--- src/design/vcde_pkg.sv ---
`default_nettype none
package vcde_pkg;
  localparam int CubeEdge = 8;
  localparam int CoordW = 3;
  localparam int RowCount = CubeEdge * CubeEdge;
  localparam int RowAddrW = 6;

  typedef enum logic [3:0] {
    OP_WRITE = 4'd0, OP_FLIP = 4'd1, OP_READ = 4'd2, OP_SET_PLANE = 4'd3,
    OP_CLR_PLANE = 4'd4, OP_SHIFT = 4'd5, OP_MIRROR = 4'd6, OP_FILL = 4'd7,
    OP_BOX_FILLED = 4'd8, OP_BOX_WALLS = 4'd9, OP_BOX_WIRE = 4'd10
  } op_t;

  localparam logic [1:0] AXIS_X = 2'd0;
  localparam logic [1:0] AXIS_Y = 2'd1;
  localparam logic [1:0] AXIS_Z = 2'd2;
  localparam logic [1:0] AXIS_NONE = 2'd3;

  typedef struct packed {
    logic [3:0] op;
    logic [1:0] axis;
    logic       flag;
    logic [2:0] x_a;
    logic [2:0] y_a;
    logic [2:0] z_a;
    logic [2:0] x_b;
    logic [2:0] y_b;
    logic [2:0] z_b;
    logic [2:0] plane_index;
    logic [7:0] pattern;
  } cmd_t;

  typedef struct packed {
    logic voxel_on;
    logic rejected;
  } res_t;

  // Controller to datapath commands.
  typedef struct packed {
    logic       load;    // capture the command
    logic       clear;   // write zero to row idx during the clearing pass
    logic       single;  // read the voxel's row; write back or sample in the next cycle
    logic       sweep;   // read row idx for a whole-frame pass into the scratch frame
    logic       commit;  // read scratch row idx, copied to the frame in the next cycle
    logic [5:0] idx;
  } dp_cmd_t;

  function automatic logic [7:0] reverse8(input logic [7:0] b);
    logic [7:0] r;
    for (int i = 0; i < 8; i++) r[i] = b[7-i];
    return r;
  endfunction

  function automatic logic [7:0] run_mask(input logic [2:0] lo, input logic [2:0] hi);
    logic [7:0] m;
    for (int i = 0; i < 8; i++) m[i] = (3'(i) >= lo) && (3'(i) <= hi);
    return m;
  endfunction
endpackage
`default_nettype wire

--- src/design/vcde_if.sv ---
`default_nettype none
interface vcde_cmd_if;
  logic valid;
  logic ready;
  vcde_pkg::cmd_t data;
  modport source (output valid, output data, input ready);
  modport sink (input valid, input data, output ready);
endinterface

interface vcde_res_if;
  logic valid;
  logic ready;
  vcde_pkg::res_t data;
  modport source (output valid, output data, input ready);
  modport sink (input valid, input data, output ready);
endinterface
`default_nettype wire

--- src/design/voxel_cube_draw_engine.sv ---
`default_nettype none
// Voxel cube draw engine: an 8x8x8 frame held as 64 rows, one drawing command per
// transaction and one result per command. After reset the block clears the frame,
// all 64 rows, one row per cycle, before it accepts its first command. Voxel write,
// flip and read offer their result after the SINGLE and FLUSH states (a registered
// row read, then the write back or voxel sample). Whole-frame commands (planes,
// shift, mirror, fill, boxes) offer their result after 64 row computations into a
// scratch frame, 64 row copies back and a FLUSH state to finish the last copy.
// Unknown ops and axis-none plane, shift and mirror commands offer their result
// in the cycle after acceptance. One command is in work at a time; the next is
// accepted no earlier than the cycle after the previous result transaction.
module voxel_cube_draw_engine (
  input wire logic clk,
  input wire logic rst_n,
  vcde_cmd_if.sink in_ch,
  vcde_res_if.source out_ch
);
  import vcde_pkg::*;

  dp_cmd_t dp_cmd;
  res_t res;

  vcde_ctrl u_ctrl (
    .clk(clk), .rst_n(rst_n),
    .in_valid(in_ch.valid), .in_ready(in_ch.ready),
    .in_op(in_ch.data.op), .in_axis(in_ch.data.axis),
    .out_valid(out_ch.valid), .out_ready(out_ch.ready),
    .dp_cmd(dp_cmd)
  );

  vcde_datapath u_dp (
    .clk(clk), .rst_n(rst_n), .cmd_in(in_ch.data), .dp_cmd(dp_cmd), .res(res)
  );

  assign out_ch.data = res;
endmodule
`default_nettype wire

--- src/design/vcde_datapath.sv ---
`default_nettype none
module vcde_datapath (
  input  wire logic             clk,
  input  wire logic             rst_n,
  input  wire vcde_pkg::cmd_t   cmd_in,
  input  wire vcde_pkg::dp_cmd_t dp_cmd,
  output vcde_pkg::res_t        res
);
  import vcde_pkg::*;

  // Frame store and scratch copy for whole-frame passes. The frame is read at two
  // addresses a cycle (the row itself and, for shift and mirror, its source row)
  // into registers; the scratch frame is read at one address a cycle.
  logic [7:0] frame_r [RowCount];
  logic [7:0] tmp_r   [RowCount];
  cmd_t       cmd_r;
  logic       voxel_r;
  logic       rej_r;
  logic [7:0] row_a_r, row_b_r, tmp_q_r;
  logic [5:0] idx_d_r;
  logic       single_d_r, sweep_d_r, commit_d_r;

  logic [2:0] xl, xh, yl, yh, zl, zh, sy, sz, ry, rz;
  logic [7:0] run, ends, old_row, src_row, new_row, vbit;
  logic [5:0] addr_a, addr_b;
  logic in_y, in_z, by, bz;

  // Sorted box corners.
  assign xl = (cmd_r.x_a > cmd_r.x_b) ? cmd_r.x_b : cmd_r.x_a;
  assign xh = (cmd_r.x_a > cmd_r.x_b) ? cmd_r.x_a : cmd_r.x_b;
  assign yl = (cmd_r.y_a > cmd_r.y_b) ? cmd_r.y_b : cmd_r.y_a;
  assign yh = (cmd_r.y_a > cmd_r.y_b) ? cmd_r.y_a : cmd_r.y_b;
  assign zl = (cmd_r.z_a > cmd_r.z_b) ? cmd_r.z_b : cmd_r.z_a;
  assign zh = (cmd_r.z_a > cmd_r.z_b) ? cmd_r.z_a : cmd_r.z_b;
  assign run = run_mask(xl, xh);
  assign ends = (8'd1 << xl) | (8'd1 << xh);

  // Read stage addresses: the row being processed and its source row.
  assign rz = dp_cmd.idx[5:3];
  assign ry = dp_cmd.idx[2:0];

  always_comb begin
    addr_a = dp_cmd.single ? {cmd_r.z_a, cmd_r.y_a} : dp_cmd.idx;
    addr_b = dp_cmd.idx;
    case (cmd_r.op)
      OP_SHIFT: begin
        if (cmd_r.axis == AXIS_Y) addr_b = cmd_r.flag ? {rz, ry - 3'd1} : {rz, ry + 3'd1};
        else if (cmd_r.axis == AXIS_Z) addr_b = cmd_r.flag ? {rz - 3'd1, ry} : {rz + 3'd1, ry};
      end
      OP_MIRROR: begin
        if (cmd_r.axis == AXIS_Y) addr_b = {rz, ~ry};
        else if (cmd_r.axis == AXIS_Z) addr_b = {~rz, ry};
      end
      default: addr_b = dp_cmd.idx;
    endcase
  end

  // Compute stage works on the registered rows of the previous cycle.
  assign sz = idx_d_r[5:3];
  assign sy = idx_d_r[2:0];
  assign old_row = row_a_r;
  assign src_row = row_b_r;
  assign in_y = (sy >= yl) && (sy <= yh);
  assign in_z = (sz >= zl) && (sz <= zh);
  assign by = (sy == yl) || (sy == yh);
  assign bz = (sz == zl) || (sz == zh);
  assign vbit = 8'd1 << cmd_r.x_a;

  // New value of one swept row, per command.
  always_comb begin
    new_row = old_row;
    unique case (cmd_r.op)
      OP_SET_PLANE, OP_CLR_PLANE: begin
        if (cmd_r.axis == AXIS_X) begin
          new_row = (cmd_r.op == OP_SET_PLANE) ? (old_row | (8'd1 << cmd_r.plane_index))
                                              : (old_row & ~(8'd1 << cmd_r.plane_index));
        end else if ((cmd_r.axis == AXIS_Y && sy == cmd_r.plane_index) ||
                     (cmd_r.axis == AXIS_Z && sz == cmd_r.plane_index)) begin
          new_row = (cmd_r.op == OP_SET_PLANE) ? 8'hff : 8'h00;
        end
      end
      OP_SHIFT: begin
        if (cmd_r.axis == AXIS_X) begin
          new_row = cmd_r.flag ? {old_row[6:0], 1'b0} : {1'b0, old_row[7:1]};
        end else if (cmd_r.axis == AXIS_Y) begin
          new_row = ((cmd_r.flag && sy == 3'd0) || (!cmd_r.flag && sy == 3'd7))
                    ? 8'h00 : src_row;
        end else if (cmd_r.axis == AXIS_Z) begin
          new_row = ((cmd_r.flag && sz == 3'd0) || (!cmd_r.flag && sz == 3'd7))
                    ? 8'h00 : src_row;
        end
      end
      OP_MIRROR: begin
        if (cmd_r.axis == AXIS_X) new_row = reverse8(old_row);
        else if (cmd_r.axis == AXIS_Y || cmd_r.axis == AXIS_Z) new_row = src_row;
      end
      OP_FILL: new_row = cmd_r.pattern;
      OP_BOX_FILLED: if (in_y && in_z) new_row = old_row | run;
      OP_BOX_WALLS: begin
        if (in_y && in_z) new_row = (by || bz) ? run : (old_row | ends);
      end
      OP_BOX_WIRE: begin
        if (by && bz) new_row = run | ends;
        else if ((bz && in_y) || (by && in_z)) new_row = old_row | ends;
      end
      default: new_row = old_row;
    endcase
  end

  // Frame, scratch, read stage and result registers.
  always_ff @(posedge clk) begin
    if (dp_cmd.load) begin
      cmd_r <= cmd_in;
      voxel_r <= 1'b0;
      rej_r <= (cmd_in.op > OP_BOX_WIRE);
    end
    row_a_r <= frame_r[addr_a];
    row_b_r <= frame_r[addr_b];
    tmp_q_r <= tmp_r[dp_cmd.idx];
    idx_d_r <= dp_cmd.idx;
    if (!rst_n) begin
      single_d_r <= 1'b0;
      sweep_d_r <= 1'b0;
      commit_d_r <= 1'b0;
    end else begin
      single_d_r <= dp_cmd.single;
      sweep_d_r <= dp_cmd.sweep;
      commit_d_r <= dp_cmd.commit;
    end
    if (dp_cmd.clear) begin
      frame_r[dp_cmd.idx] <= 8'h00;
    end else if (single_d_r) begin
      unique case (cmd_r.op)
        OP_WRITE: frame_r[{cmd_r.z_a, cmd_r.y_a}] <=
                    cmd_r.flag ? (old_row | vbit) : (old_row & ~vbit);
        OP_FLIP:  frame_r[{cmd_r.z_a, cmd_r.y_a}] <= old_row ^ vbit;
        default:  voxel_r <= |(old_row & vbit);
      endcase
    end else if (commit_d_r) begin
      frame_r[idx_d_r] <= tmp_q_r;
    end
    if (sweep_d_r) tmp_r[idx_d_r] <= new_row;
  end

  assign res.voxel_on = voxel_r;
  assign res.rejected = rej_r;
endmodule
`default_nettype wire

--- src/design/vcde_ctrl.sv ---
`default_nettype none
module vcde_ctrl (
  input  wire logic              clk,
  input  wire logic              rst_n,
  input  wire logic              in_valid,
  output logic                   in_ready,
  input  wire logic [3:0]        in_op,
  input  wire logic [1:0]        in_axis,
  output logic                   out_valid,
  input  wire logic              out_ready,
  output vcde_pkg::dp_cmd_t      dp_cmd
);
  import vcde_pkg::*;

  typedef enum logic [2:0] {
    S_CLEAR, S_IDLE, S_SINGLE, S_SWEEP, S_COMMIT, S_FLUSH, S_DONE
  } state_t;
  state_t state_r;
  logic [5:0] idx_r;
  logic accept;

  assign accept = in_valid && in_ready;
  assign in_ready = (state_r == S_IDLE);
  assign out_valid = (state_r == S_DONE);

  always_comb begin
    dp_cmd.load = accept;
    dp_cmd.clear = (state_r == S_CLEAR);
    dp_cmd.single = (state_r == S_SINGLE);
    dp_cmd.sweep = (state_r == S_SWEEP);
    dp_cmd.commit = (state_r == S_COMMIT);
    dp_cmd.idx = idx_r;
  end

  // Sequencer: a clearing pass of 64 rows after reset; voxel ops read one row and
  // write it back or sample it; frame ops sweep 64 rows then commit 64, others go
  // straight to done; the flush cycle lets the last registered read reach its write.
  always_ff @(posedge clk) begin
    if (!rst_n) begin
      state_r <= S_CLEAR;
      idx_r <= '0;
    end else begin
      unique case (state_r)
        S_CLEAR: begin
          idx_r <= idx_r + 6'd1;
          if (idx_r == 6'(RowCount - 1)) state_r <= S_IDLE;
        end
        S_IDLE: if (accept) begin
          idx_r <= '0;
          if (in_op == OP_WRITE || in_op == OP_FLIP || in_op == OP_READ) state_r <= S_SINGLE;
          else if (in_op > OP_BOX_WIRE) state_r <= S_DONE;
          else if ((in_op == OP_SET_PLANE || in_op == OP_CLR_PLANE || in_op == OP_SHIFT ||
                    in_op == OP_MIRROR) && in_axis == AXIS_NONE) state_r <= S_DONE;
          else state_r <= S_SWEEP;
        end
        S_SINGLE: state_r <= S_FLUSH;
        S_SWEEP: begin
          idx_r <= idx_r + 6'd1;
          if (idx_r == 6'(RowCount - 1)) state_r <= S_COMMIT;
        end
        S_COMMIT: begin
          idx_r <= idx_r + 6'd1;
          if (idx_r == 6'(RowCount - 1)) state_r <= S_FLUSH;
        end
        S_FLUSH: state_r <= S_DONE;
        S_DONE: if (out_ready) state_r <= S_IDLE;
        default: state_r <= S_IDLE;
      endcase
    end
  end
endmodule
`default_nettype wire
--- src/flat_wrapper.sv ---
// flat-port wrapper written by rule: the top's interface ports become plain ports
module voxel_cube_draw_engine_flat import vcde_pkg::*;
  (clk, rst_n, in_ch_valid, in_ch_data, in_ch_ready, out_ch_valid, out_ch_data, out_ch_ready);
  vcde_cmd_if in_ch_i ();
  vcde_res_if out_ch_i ();
  input wire logic clk;
  input wire logic rst_n;
  input wire logic [$bits(in_ch_i.valid)-1:0] in_ch_valid;
  input wire logic [$bits(in_ch_i.data)-1:0] in_ch_data;
  output wire logic [$bits(in_ch_i.ready)-1:0] in_ch_ready;
  output wire logic [$bits(out_ch_i.valid)-1:0] out_ch_valid;
  output wire logic [$bits(out_ch_i.data)-1:0] out_ch_data;
  input wire logic [$bits(out_ch_i.ready)-1:0] out_ch_ready;
  assign in_ch_i.valid = in_ch_valid;
  assign in_ch_i.data = in_ch_data;
  assign in_ch_ready = in_ch_i.ready;
  assign out_ch_valid = out_ch_i.valid;
  assign out_ch_data = out_ch_i.data;
  assign out_ch_i.ready = out_ch_ready;
  voxel_cube_draw_engine u_core (.clk(clk), .rst_n(rst_n), .in_ch(in_ch_i), .out_ch(out_ch_i));
endmodule
--- config.mk ---
export PLATFORM = sky130hd
export DESIGN_NAME = voxel_cube_draw_engine_flat
export DESIGN_NICKNAME = d
export VERILOG_FILES = /design/src/design/vcde_pkg.sv /design/src/design/vcde_if.sv /design/src/design/voxel_cube_draw_engine.sv /design/src/design/vcde_datapath.sv /design/src/design/vcde_ctrl.sv /design/src/flat_wrapper.sv
export SDC_FILE = /design/constraint.sdc
export NUM_CORES = 2
export LEC_CHECK = 0
export BUFFER_PORTS_ARGS = -buffer_cell sky130_fd_sc_hd__buf_2
export CAP_MARGIN = 10
export CORE_MARGIN = 2
export CORE_UTILIZATION = 25
export CTS_CLUSTER_DIAMETER = 150
export DETAILED_ROUTE_END_ITERATION = 10
export SYNTH_ARGS = -nofsm -noshare
export SYNTH_HDL_FRONTEND = slang
export SYNTH_SLANG_ARGS = --single-unit
--- constraint.sdc ---
create_clock -name clk -period 10.6 [get_ports clk]
set_input_delay 1.06 -clock clk [delete_from_list [all_inputs] [get_ports clk]]
set_output_delay 1.06 -clock clk [all_outputs]
set_load 0.1 [all_outputs]
# Word-level counts from Yosys, hierarchy flattened
# Memories as Yosys holds them, arrays and structs flattened. A register that Yosys moved wholly into a read port is not among the register bits.
# Index checks and enable logic that the tools add are counted.
# totals
regBits	56
mem_bits_rw	1024
input_bits	40
wordCells	229
mem_count	2
# memory_table
memory	words	word_bits	rd	rd_clocked_by_memory_dff	wr	line	rtl
u_core.u_dp.frame_r	64	8	2	2	1	vcde_datapath.sv:14	logic [7:0] frame_r [RowCount];
u_core.u_dp.tmp_r	64	8	1	1	1	vcde_datapath.sv:15	logic [7:0] tmp_r [RowCount];
# op_classes
addsub	5
order_cmp	24
n_eq_ne	38
n_shift	4
mux	71
bitwise	15
reduce_logical	51
# ops
cell	n
$mux W8	21
$pmux W8 S7	1
$mux W6	9
$or A8 B8 Y8	6
$mux W3	15
$shl A1 B3 Y8 const A	4
$eq A4 B3 Y1 const B	7
$and A8 B8 Y8	3
$pmux W6 S2	2
$reduce_or A8 Y1	3
$logic_and A1 B1 Y1	22
$mux W1	22
$pmux W3 S7	1
$eq A3 B3 Y1	6
$not A8 Y8	2
$eq A3 B3 Y1 const B	5
$logic_or A1 B1 Y1	13
$eq A4 B2 Y1 const B	3
$eq A4 B4 Y1 const B	3
$ge A3 B3 Y1 const A	4
$le A3 B3 Y1 const A	4
$gt A3 B3 Y1	3
$logic_not A3 Y1	3
$eq A4 B1 Y1 const B	2
28 further kinds	44

# Depth between registers and ports, before layout
# logic_depth
depth_word	10
depth_mapped	19
depth_no_buf	18

# By module
# From an unflattened synthesis, not the netlist that was laid out.
# unflattened
hier_cells	3224
area_unflattened_um2	50808.7
# by_module_without_submodules
module	instances	cells_per_inst	area_each_um2	seq_area_each_um2
vcde_datapath	1	3135	50118.1	32541.2
vcde_ctrl	1	89	690.7	180.2

# Worst setup path after synthesis
# No wires, ideal clock.
# synth_timing
path_type	register to register
from	register u_core.u_dp.cmd_r[21] (netlist name)
to	memory u_core.u_dp.tmp_r[0][1], data pin
arrival_ns	5.811
required_ns	9.898
path_slack_ns	4.088
path_stages_with_launch	16
synth_period_minus_slack_ns	6.512
cell_sequence	edfxtp_1 -> ha_1 -> nor2b_1 -> o21ai_0 -> nand2b_1 -> inv_1 -> a31oi_1 -> mux2_2 -> ha_1 -> and3_1 -> o22ai_1 -> a31oi_1 -> or3_1 -> o2111ai_1 -> a21oi_1 -> o21ai_0
# synth_between
elab_chain_len	9
# synth_rtl
element	line	rtl
from (decl)	vcde_datapath.sv:16	cmd_t cmd_r;
from (signal assigned)	vcde_datapath.sv:113	cmd_r <= cmd_in;
$gt A3 B3 Y1	vcde_datapath.sv:33, vcde_datapath.sv:34	
$mux W3 (on tied branches)	vcde_datapath.sv:33, vcde_datapath.sv:34	
$ge A3 B3 Y1, or another cell as far along	vcde_datapath.sv:64	assign in_z = (sz >= zl) && (sz <= zh);
$logic_and A1 B1 Y1 / $logic_or A1 B1 Y1 (equally long branches)	vcde_datapath.sv:64, vcde_datapath.sv:66	
$logic_and A1 B1 Y1	vcde_datapath.sv:104	else if ((bz && in_y) || (by && in_z)) new_row = old_row | ends;
$logic_or A1 B1 Y1	vcde_datapath.sv:104	
$mux W8	vcde_datapath.sv:104	
$mux W8	vcde_datapath.sv:103	if (by && bz) new_row = run | ends;
$pmux W8 S7 *	vcde_datapath.sv:72	unique case (cmd_r.op)
via u_core.u_dp.new_row[1]	vcde_datapath.sv:24	logic [7:0] run, ends, old_row, src_row, new_row, vbit;
to (decl)	vcde_datapath.sv:15	
# The timed path passes the listed nets; every way through them passes the cells marked *.

# Worst setup path in the final report
# layout_timing
from	register u_core.u_dp.cmd_r[35] (netlist name)
to	register u_core.u_dp.row_b_r[5], read port of u_core.u_dp.frame_r
# layout_between
elab_chain_len	2
# layout_rtl
element	line	rtl
$eq A4 B3 Y1	vcde_datapath.sv:45	case (cmd_r.op)
$pmux W6 S2 *	vcde_datapath.sv:45	
to (decl)	vcde_datapath.sv:19	logic [7:0] row_a_r, row_b_r, tmp_q_r;
# Every way passes the cells marked *; elsewhere a longest branch is shown, timed or not.
# A chain may end at the register's enable or synchronous reset.

==> flow_metrics.env <==
export IMPL_status="complete, no violations"
export IMPL_total_core_area_sq_mm=0.2001
export IMPL_tightestPinTransition_ps=1254
export IMPL_hold_viol_final=0
export IMPL_clk_buf_depth=3
export IMPL_worst_clock_skew_ps=80.41
export IMPL_power_density_mw_per_mm2=168.3
export IMPL_detail_route_first_pass_iterations=6
export IMPL_reg2regPathDepth=10
export IMPL_setup_viol=0
export IMPL_final_fill_count=19870
export IMPL_path_max_fanout=69
export IMPL_timing_reg2reg_setup_slack_ps=4990
export IMPL_yosysWarnings=0
export IMPL_worst_hold_path_endpoint="u_core.u_dp.idx_d_r[2]"
export IMPL_seq_area_frac_synth_pct=64.89
export IMPL_vias_per_cell=5.098
export IMPL_rsz0062_at_grt="no"
export IMPL_number_of_buffers_added_for_setup_after_cts=0
export IMPL_grt_start_max_net_pins=126
export IMPL_worstPathRequired_ps=11230
export IMPL_totalNegativeSetupSlack_ps=0
export IMPL_cts_sinks=1104
export IMPL_postSynthRegisterBits=1104
export IMPL_dominantRegCellSynth="sky130_fd_sc_hd__edfxtp_1"
export IMPL_routed_wl_met2_mm=70.49
export IMPL_cts_hold_repair_buffers=0
export IMPL_final_nets=3311
export IMPL_chipHeight_um=453.1
export IMPL_cts_reportedPaths_clkPinSlew_ps=70
export IMPL_grt_pass1_wl_mm=211.0
export IMPL_timing_max_transition_violations_final=0
export IMPL_fraction_of_final_layout_cells_sized_beyond_drive_strength_1_pct=19.44
export IMPL_gp_congestion=0.8898
export IMPL_synth_cell_area_sq_mm=0.05043
export IMPL_wl_met3_mm=11.61
export IMPL_drt_drc_violations_left=0
export IMPL_min_path_type="reg2reg"
export IMPL_post_drt_wl_per_cell_um=24.33
export IMPL_r2r_path_start="u_core.u_dp.cmd_r[35]"
export IMPL_die_width_um=453.1
export IMPL_numCtsBuffers=114
export IMPL_highest_metal_used="met5"
export IMPL_max_cap_violations=0
export IMPL_post_cts_resized_instances=0
export IMPL_worst_skew_pair_late_latency_ps=760
export IMPL_avgSynthCellArea_sq_um=15.53
export IMPL_syn_instance_count=3247
export IMPL_num_rows=164
export IMPL_layout_area_seq_sq_mm=0.03273
export IMPL_drt_first_iter_violations=3930
export IMPL_io_buffer_count=43
export IMPL_asyncSetResetFlopFracSynth_pct=0
export IMPL_fin_crit_sh_pct=52.95
export IMPL_tritoncts="yes"
export IMPL_yosys_cell_types_count=71
export IMPL_routed_wire_length_mm=145.8
export IMPL_area_used_by_multi_input_combinational_logic_sq_mm=0.01680
export IMPL_synth_edff_count=1061
export IMPL_die_area_sq_mm=0.2053
export IMPL_max_freq_mhz=178.2
export IMPL_htree_levels=3
export IMPL_timing_critical_path_from_type="register"
export IMPL_vdd_ir_drop_max_uv=170.6
export IMPL_dp_hpwl_mm=91.39
export IMPL_routed_via_count=30560
export IMPL_number_of_cells_on_the_worst_hold_path=0
export IMPL_clock_root_buffer="sky130_fd_sc_hd__clkbuf_16"
export IMPL_setup_worst_path_class="reg2reg"
export IMPL_slew_headroom_pct=14.21
export IMPL_initial_cell_density_of_the_core_pct=25.21
export IMPL_critical_path_endpoint_type="register"
export IMPL_area_growth_synth_to_finish_pct=13.98
export IMPL_ant_nets=0
export IMPL_overflow=0
export IMPL_pin_count=44
export IMPL_route_layer_met1_wl_mm=58.00
export IMPL_grt_antenna_before_repair=11
export IMPL_mapped_nets=3322
export IMPL_gr_usage_all_layers_pct=13.85
export IMPL_power_leakage_nw=17.51
export IMPL_period_minus_slack_ps=5613
export IMPL_worstReg2RegEnd="u_core.u_dp.row_b_r[5]"
export IMPL_via_count_of_the_first_global_routing_pass=29830
export IMPL_holdCritStartpoint="u_core.u_ctrl.idx_r[2]"
export IMPL_hold_worst_slack_ps=436.0
export IMPL_worst_endpoint_arrival_ps=6250
-- sequential cells by signal (all words and copies together), names as in the netlist --
register	cells
u_core.u_dp.voxel_r	1
u_core.u_dp.tmp_q_r	8
u_core.u_dp.tmp_r	512
u_core.u_dp.frame_r	512
u_core.u_dp.row_b_r	8
u_core.u_dp.cmd_r	36
u_core.u_dp.sweep_d_r	1
u_core.u_dp.old_row	8
u_core.u_ctrl.idx_r	6
u_core.u_dp.rej_r	1
u_core.u_dp.commit_d_r	1
u_core.u_dp.idx_d_r	6
u_core.u_ctrl.state_r	3
u_core.u_dp.single_d_r	1
-- cells by family after synthesis --
kind of cell | share of synthesized area [%]
multiplexers | 17.20
buffers and inverters | 2.243
AND/OR/NAND/NOR | 7.689
adder cells (fa/ha/maj) | 0.8982
AO/OA/AOI/OAI | 6.741
XOR/XNOR | 0.3474
flip-flops | 64.89
-- per-layer routing --
layer  up-vias  global-route usage (%)
met5         -                       0
met4         6                   5.156
met3       324                   2.660
met2      1526                   22.58
met1     15720                   18.24
li1      12980                       -
-- worst max-delay path: stages (launching register included) --
cell and delay [ps]:
sky130_fd_sc_hd__edfxtp_1 890, sky130_fd_sc_hd__nand3b_4 330, sky130_fd_sc_hd__or3_2 150, sky130_fd_sc_hd__buf_4 610
sky130_fd_sc_hd__and2_4 630, sky130_fd_sc_hd__buf_4 590, sky130_fd_sc_hd__buf_4 750, sky130_fd_sc_hd__mux2i_1 160
sky130_fd_sc_hd__mux4_2 550, sky130_fd_sc_hd__a22o_1 270, sky130_fd_sc_hd__o41ai_1 400
-- layout by cell type, fill, tap and decap left out, drive strengths merged, types with 8 or more instances in the layout --
cell type	instances
inv	34
buf	104
and3	90
nand2b	12
bufinv	11
and2	38
a22o	14
a31oi	80
mux2i	143
a21o	14
ha	33
nor3	24
clkbuf	149
a211oi	105
mux4	318
nand2	373
o211ai	11
nor4	9
xnor2	14
nor2b	16
a221oi	8
a21oi	81
edfxtp	1061
nand3	47
dfxtp	43
a22oi	18
clkinv	45
o21ai	76
nor2	203
o22ai	19
or3	10
a311oi	24
-- power breakdown --
part	internal (mW)	leakage, nW	switching, mW
logic	0.281	6.57	0.456
clock network	2.33	1.86	1.73
registers	4.81	9.08	0.0633
-- through the flow --
| step | util (%) | worst slack (ps) | std cells | total power, mW | cell area (sq um) |
|---|---|---|---|---|---|
| 6_report | 28.73 | 4987 | 5993 | 9.673 | 57480 |
| 5_1_grt | 28.72 | 4723 | 5989 | 9.953 | 57470 |
| 4_1_cts | 28.72 | 5084 | 5989 | 9.733 | 57470 |
| 3_5_place_dp | 26.82 | 5104 | 5776 | 5.699 | 53660 |
| 3_3_place_gp | 26.82 | 4863 | 5774 | 5.691 | 53650 |
| 2_1_floorplan | - | 4088 | 3247 | 5.442 | 50430 |
-- worst max path at each step --
stage	start	endpoint	slack, ps	cells after the start
floorplan	u_core.u_dp.cmd_r[21]	u_core.u_dp.tmp_r[0][1]	4090	15
global placement	u_core.u_dp.cmd_r[33]	u_core.u_dp.row_b_r[2]	4860	9
detailed placement	u_core.u_dp.cmd_r[35]	u_core.u_dp.row_b_r[5]	5100	10
CTS	u_core.u_dp.cmd_r[35]	u_core.u_dp.row_b_r[5]	5080	10
global route	u_core.u_dp.cmd_r[35]	u_core.u_dp.row_b_r[5]	4720	10
finish	u_core.u_dp.cmd_r[35]	u_core.u_dp.row_b_r[5]	4990	10
-- final cells by class --
type,instances,share of cell area [%]
multi-input combinational,1883,29.22
tap,2656,5.782
timing repair buffer,104,1.226
clock inverter,64,1.234
inverter,29,0.1894
sequential,1104,56.95
antenna,4,0.01741
clock buffer,149,5.383
-- synth_stat cells (10+ instances only) --
library cell / n / area share (%)
sky130_fd_sc_hd__buf_1: 36 / 0.27
sky130_fd_sc_hd__xnor2_1: 14 / 0.24
sky130_fd_sc_hd__clkbuf_1: 140 / 1.0
sky130_fd_sc_hd__a22oi_1: 18 / 0.27
sky130_fd_sc_hd__a21oi_1: 81 / 0.80
sky130_fd_sc_hd__mux2i_1: 143 / 2.8
sky130_fd_sc_hd__nand2_1: 373 / 2.8
sky130_fd_sc_hd__buf_4: 13 / 0.19
sky130_fd_sc_hd__nor2b_1: 16 / 0.20
sky130_fd_sc_hd__a21o_1: 14 / 0.21
sky130_fd_sc_hd__nor2_1: 203 / 1.5
sky130_fd_sc_hd__and2_1: 37 / 0.46
sky130_fd_sc_hd__buf_2: 34 / 0.34
sky130_fd_sc_hd__o211ai_1: 11 / 0.16
sky130_fd_sc_hd__a311oi_1: 24 / 0.42
sky130_fd_sc_hd__a211oi_1: 105 / 1.6
sky130_fd_sc_hd__a31oi_1: 80 / 0.99
sky130_fd_sc_hd__nand3_1: 47 / 0.47
sky130_fd_sc_hd__edfxtp_1: 1061 / 63
sky130_fd_sc_hd__nand2b_1: 12 / 0.15
sky130_fd_sc_hd__and3_1: 90 / 1.1
sky130_fd_sc_hd__a22o_1: 14 / 0.24
sky130_fd_sc_hd__o22ai_1: 19 / 0.24
sky130_fd_sc_hd__mux4_2: 318 / 14
sky130_fd_sc_hd__inv_1: 27 / 0.20
sky130_fd_sc_hd__nor3_1: 24 / 0.24
sky130_fd_sc_hd__o21ai_0: 70 / 0.69
sky130_fd_sc_hd__ha_1: 33 / 0.82
sky130_fd_sc_hd__or3_1: 10 / 0.12
sky130_fd_sc_hd__dfxtp_1: 43 / 1.7
No activity file was read; power rests on OpenSTA's default activity.
